**config.mk**
```make
export PLATFORM = sky130hd
export DESIGN_NAME = alst_cell
export DESIGN_NICKNAME = d
export VERILOG_FILES = /design/src/hdl/alst_pkg.sv /design/src/hdl/alst_cell.sv
export SDC_FILE = /design/constraint.sdc
export NUM_CORES = 1
export LEC_CHECK = 0
export BUFFER_PORTS_ARGS = -buffer_cell sky130_fd_sc_hd__buf_2
export CORE_ASPECT_RATIO = 1.2
export CORE_MARGIN = 1.5
export CORE_UTILIZATION = 45
export DETAILED_ROUTE_END_ITERATION = 8
export PLACE_DENSITY_LB_ADDON = 0.25
export SYNTH_ARGS = -nofsm -noshare
export SYNTH_HDL_FRONTEND = slang
export SYNTH_SLANG_ARGS = --single-unit
```
**constraint.sdc**
```tcl
create_clock -name clock -period 2.55 [get_ports clock]
set_input_delay 0.1275 -clock clock [delete_from_list [all_inputs] [get_ports clock]]
set_output_delay 0.1275 -clock clock [all_outputs]
set_load 0.02 [all_outputs]
```
**src/hdl/alst_pkg.sv**
```systemverilog
`timescale 1ns / 1ps
// ----------------------------------------------------------------------------
// alst_pkg
// Shared sizes, types and helpers for the array list engine.
// ----------------------------------------------------------------------------
package alst_pkg;

   localparam int CAPACITY   = 256;
   localparam int DATA_WIDTH = 32;
   localparam int IN_W       = 32;
   localparam int POS_W      = 8;
   localparam int CNT_W      = $clog2(CAPACITY + 1);
   localparam int CMP_W      = (CNT_W > POS_W) ? CNT_W : POS_W;
   localparam int GROUP      = 16;
   localparam int NGROUP     = (CAPACITY + GROUP - 1) / GROUP;

   typedef logic [DATA_WIDTH-1:0] word_type;

   typedef enum logic [2:0] {
      FN_READ_AT       = 3'd0,
      FN_INSERT_AT     = 3'd1,
      FN_INSERT_SORTED = 3'd2,
      FN_REMOVE_AT     = 3'd3,
      FN_REMOVE_KEY    = 3'd4,
      FN_CLEAR         = 3'd5,
      FN_INSERT_TAIL   = 3'd6,
      FN_REMOVE_TAIL   = 3'd7
   } func_type;

   // per-cell move controls for one row update
   typedef struct packed {
      logic up;    // take lower neighbor
      logic down;  // take upper neighbor
      logic put;   // take the request word
   } cell_ctl_type;

   // input word to stored width, sign kept
   function automatic word_type to_word(input logic [IN_W-1:0] v);
      word_type r;
      for (int i = 0; i < DATA_WIDTH; i++) begin
         r[i] = (i < IN_W) ? v[i] : v[IN_W-1];
      end
      return r;
   endfunction

   // stored word to output width, sign kept
   function automatic logic [IN_W-1:0] from_word(input word_type d);
      logic [IN_W-1:0] r;
      for (int i = 0; i < IN_W; i++) begin
         r[i] = (i < DATA_WIDTH) ? d[i] : d[DATA_WIDTH-1];
      end
      return r;
   endfunction

endpackage

```
**src/hdl/alst_cell.sv**
```systemverilog
`timescale 1ns / 1ps
// ----------------------------------------------------------------------------
// alst_cell
// One list slot: holds a word, compares it against the request word and
// moves data to or from its neighbors.
// ----------------------------------------------------------------------------
module alst_cell
   import alst_pkg::*;
(
   input  logic         clock,
   input  word_type     key,
   input  word_type     lower_word,
   input  word_type     upper_word,
   input  cell_ctl_type ctl,
   output word_type     word,
   output logic         greater,
   output logic         equal
);

   word_type word_ff, word_in;
   logic     greater_ff, equal_ff;

   always_comb begin
      word_in = word_ff;
      if (ctl.put) begin
         word_in = key;
      end else if (ctl.up) begin
         word_in = lower_word;
      end else if (ctl.down) begin
         word_in = upper_word;
      end
   end

   always_ff @(posedge clock) begin
      word_ff    <= word_in;
      greater_ff <= $signed(word_ff) > $signed(key);
      equal_ff   <= word_ff == key;
   end

   assign word    = word_ff;
   assign greater = greater_ff;
   assign equal   = equal_ff;

endmodule

```
==> out/qor.csv <==
stage;metric;value;unit
sta;endpoints failing hold;0;
power_and_ir_drop;Gate power share;0.302;
detailed_routing;via density per instance;5.07;
die;Die Y;84.3;microns
power_and_ir_drop;Tot Pwr;1.69;mW
cells_and_area;Cell Count, Final, Fillers Out;453;
cells_and_area;filler instances;463;
synthesis;average size of a mapped cell;9.69;sq um
cells_and_area;most frequent cells in the layout;133 x sky130_fd_sc_hd__buf_2, 38 x sky130_fd_sc_hd__nand2_1, 37 x sky130_fd_sc_hd__o21ai_0;
clocking;# Post-CTS Setup Buffers;0;
detailed_routing;Total Wirelength;5.95;mm
power_and_ir_drop;Flop pwr share;0.425;
setup_path;crit-path cells;ha_1, and4_1, nand4_1, or3_1, a31oi_2, o21ai_0, a21oi_2;
cells_and_area;fraction of layout instances using a drive strength above 1;0.381;
die;count of standard-cell rows;29;
cells_and_area;most frequent standard cell in the layout excluding fill and tap cells;sky130_fd_sc_hd__buf_2;
global_route;number of global-route vias before repair;2257;
placement;global placement routability congestion;0.750;
sta;fmax;465;MHz
sta;fin crit period;2.15;ns
setup_path;CP startpoint;word[31];
die;area of the core;5300;sq um
run;number of max-cap violations;0;
detailed_routing;Post-DRT Antenna Nets;0;
sta;period utilisation layout;0.843;
cells_and_area;area of all sequential standard cells;1000;sq um
sta;worst slew pin tran;0.558;ns
setup_path;startpoint types;flop;
detailed_routing;DRT iter0 DRCs;74;
setup_path;largest stage delay on the critical path;0.44;ns
die;I/O Pins;134;
sta;Sum Neg Setup Slack;0;ns
clocking;post_cts resized;0;
power_and_ir_drop;Cell Pwr Density;509;nW/um^2
setup_path;highest fanout seen on the critical path;4;
synthesis;syn nets;388;
synthesis;yosys warns;0;
die;die outline area;5970;sq um
power_and_ir_drop;VDD IR-drop max;0.301;mV
setup_path;classification of the worst setup path;reg2reg;
clocking;cell chosen for the clock root;sky130_fd_sc_hd__clkbuf_8;
setup_path;arrival time at the worst endpoint;2.36;ns
clocking;H-tree Lvls;2;
sta;Finish-stage setup viols;0;
detailed_routing;number of DRC violations after detailed routing;0;
clocking;CTS tree;yes;
cells_and_area;Area Overhead vs Synth;34.1;%
global_route;pin count of the biggest net entering global routing;37;
worst_hold_path;launch point of the worst hold path;key[12];
sta;worst slew slack as a fraction of its limit;0.628;
synthesis;flops & latches, synth;34;
detailed_routing;total number of vias;2296;
cells_and_area;total number of nets in the final design;522;
clocking;insertion delay to the later sink of the worst-skew pair;0.28;ns
die;initial standard-cell utilization of the core;0.468;
clocking;number of hold buffers added after cts;0;
worst_hold_path;Min-Delay Path Class;in2reg;
sta;Worst Clk Skew;0.00234;ns
global_route;Total GRT Usage;0.200;
power_and_ir_drop;Sw Pwr;0.511;mW
global_route;global-route wire length before repair;9.58;mm
setup_path;nature of the critical path endpoint;flop;
placement;IO buf count;133;
setup_path;R2R Path Start;word[31];
clocking;number of CTS-inserted buffers;5;
placement;half-perimeter wire length after detailed placement;4.76;mm
cells_and_area;multi-input gate area in the final layout;1310;sq um
clocking;CTS Sinks;34;
sta;setup repair after global routing missed its margin;no;
placement;number of cells in the design after placement;445;
synthesis;cell count after synthesis;256;
cells_and_area;number of antenna cells inserted;0;
setup_path;highest-delay cell along the critical path;sky130_fd_sc_hd__or3_1;
synthesis;post-synth design cell area;2480;sq um
status;result of the run;finished, final reports clean;
power_and_ir_drop;cell leakage power;1.81;nW
power_and_ir_drop;net switching fraction of the power;0.302;
detailed_routing;DR WL/cell;13.1;microns
power_and_ir_drop;clock network power share;0.273;
setup_path;required time of the critical path;2.76;ns
die;die boundary width;70.8;microns
synthesis;Seq/Total Area, Yosys;0.403;
global_route;grt ovf;0;
clocking;number of buffers between clock root and the deepest sink;2;
detailed_routing;Pre-antenna DRT Iters;6;
global_route;initial antenna violation count;0;
clocking;clock edge transition at the registers on the reported setup and hold paths;0.07;ns
sta;count of final max-slew check failures;0;
synthesis;Distinct cells, synth;27;
power_and_ir_drop;internal power;1.18;mW
[layer usage]
layer	track usage	wire [microns]
met3	0.0468	386
met5	0	0
met4	0.0532	43
met2	0.370	3010
met1	0.229	2510
[area by class of cell]
type / count / area share
multi-input cells: 178 / 0.394
flip-flops and latches: 34 / 0.301
repair buffers: 138 / 0.211
inverters: 33 / 0.0372
clock buffers: 8 / 0.0331
well taps: 62 / 0.0233
[per-stage QoR]
step,utilization,hold slack [ns],cell area [sq um],setup WS (ns)
4_1_cts,0.628,0.131,3330,0.359
5_1_grt,0.628,0.139,3330,0.278
2_1_floorplan,-,0.315,2480,0.458
3_3_place_gp,0.607,0.420,3220,0.473
6_report,0.628,0.138,3330,0.400
3_5_place_dp,0.607,0.426,3220,0.407
[synthesized netlist by cell type]
| master | count | area [sq um] |
|---|---|---|
| sky130_fd_sc_hd__a21o_1 | 4 | 30.0 |
| sky130_fd_sc_hd__a21oi_1 | 8 | 40.0 |
| sky130_fd_sc_hd__a21oi_2 | 1 | 8.76 |
| sky130_fd_sc_hd__a221o_1 | 1 | 10.0 |
| sky130_fd_sc_hd__a221oi_1 | 2 | 17.5 |
| sky130_fd_sc_hd__a221oi_2 | 1 | 15.0 |
| sky130_fd_sc_hd__a31oi_2 | 1 | 12.5 |
| sky130_fd_sc_hd__and2_0 | 1 | 6.26 |
| sky130_fd_sc_hd__and4_1 | 1 | 8.76 |
| sky130_fd_sc_hd__buf_2 | 3 | 15.0 |
| sky130_fd_sc_hd__clkbuf_1 | 8 | 30.0 |
| sky130_fd_sc_hd__dfxtp_1 | 2 | 40.0 |
| sky130_fd_sc_hd__edfxtp_1 | 32 | 961 |
| sky130_fd_sc_hd__ha_1 | 32 | 400 |
| sky130_fd_sc_hd__inv_1 | 33 | 124 |
| sky130_fd_sc_hd__mux2i_1 | 32 | 320 |
| sky130_fd_sc_hd__nand2_1 | 38 | 143 |
| sky130_fd_sc_hd__nand2b_1 | 2 | 12.5 |
| sky130_fd_sc_hd__nand3_1 | 2 | 10.0 |
| sky130_fd_sc_hd__nand4_1 | 6 | 37.5 |
| sky130_fd_sc_hd__nor2_1 | 2 | 7.51 |
| sky130_fd_sc_hd__nor2b_1 | 1 | 6.26 |
| sky130_fd_sc_hd__nor4_1 | 1 | 6.26 |
| sky130_fd_sc_hd__o211a_1 | 1 | 10.0 |
| sky130_fd_sc_hd__o21ai_0 | 37 | 185 |
| sky130_fd_sc_hd__o21ai_1 | 1 | 5.00 |
| sky130_fd_sc_hd__or3_1 | 3 | 18.8 |
[path summary, 6_finish.rpt]
| kind | end | slack (ns) | depth (start not counted) |
|---|---|---|---|
| worst max-delay path | greater | 0.40 | 7 |
| worst min-delay path | word[12] | 0.14 | 3 |
| worst max register to register | greater | 0.40 | 7 |
| worst min register to register | equal | 0.78 | 3 |
[critical path: cells and delay by family (launching register included)]
kind | cells | cell delay [ns]
and+or+nand+nor | 3 | 0.82
DFF | 1 | 0.43
adders and majority gates | 1 | 0.38
AOI/OAI and AO/OA | 3 | 0.45
[power groups by stage]
stage	Combinational [mW]	Clock, mW	Sequential (mW)
after floorplan	0.224	0	0.813
after global placement	0.501	0	0.727
after detailed placement	0.513	0	0.732
after CTS	0.516	0.479	0.720
after global routing	0.571	0.507	0.727
final	0.510	0.463	0.719
[state kept, by name (all words and copies together) (netlist names)]
register  cells
greater       1
equal         1
word         32
[logic make-up (layout without fill, tap and decap cells)]
logic type / Yosys count / count (layout) / share of synthesized area
muxes: 32 / 32 / 0.129
buffers and inverters: 44 / 179 / 0.0681
DFF: 34 / 34 / 0.403
and+or+nand+nor: 57 / 57 / 0.103
AOI/OAI and AO/OA: 57 / 57 / 0.135
adders and majority gates: 32 / 32 / 0.161
Power figures use the tool's default switching activity.
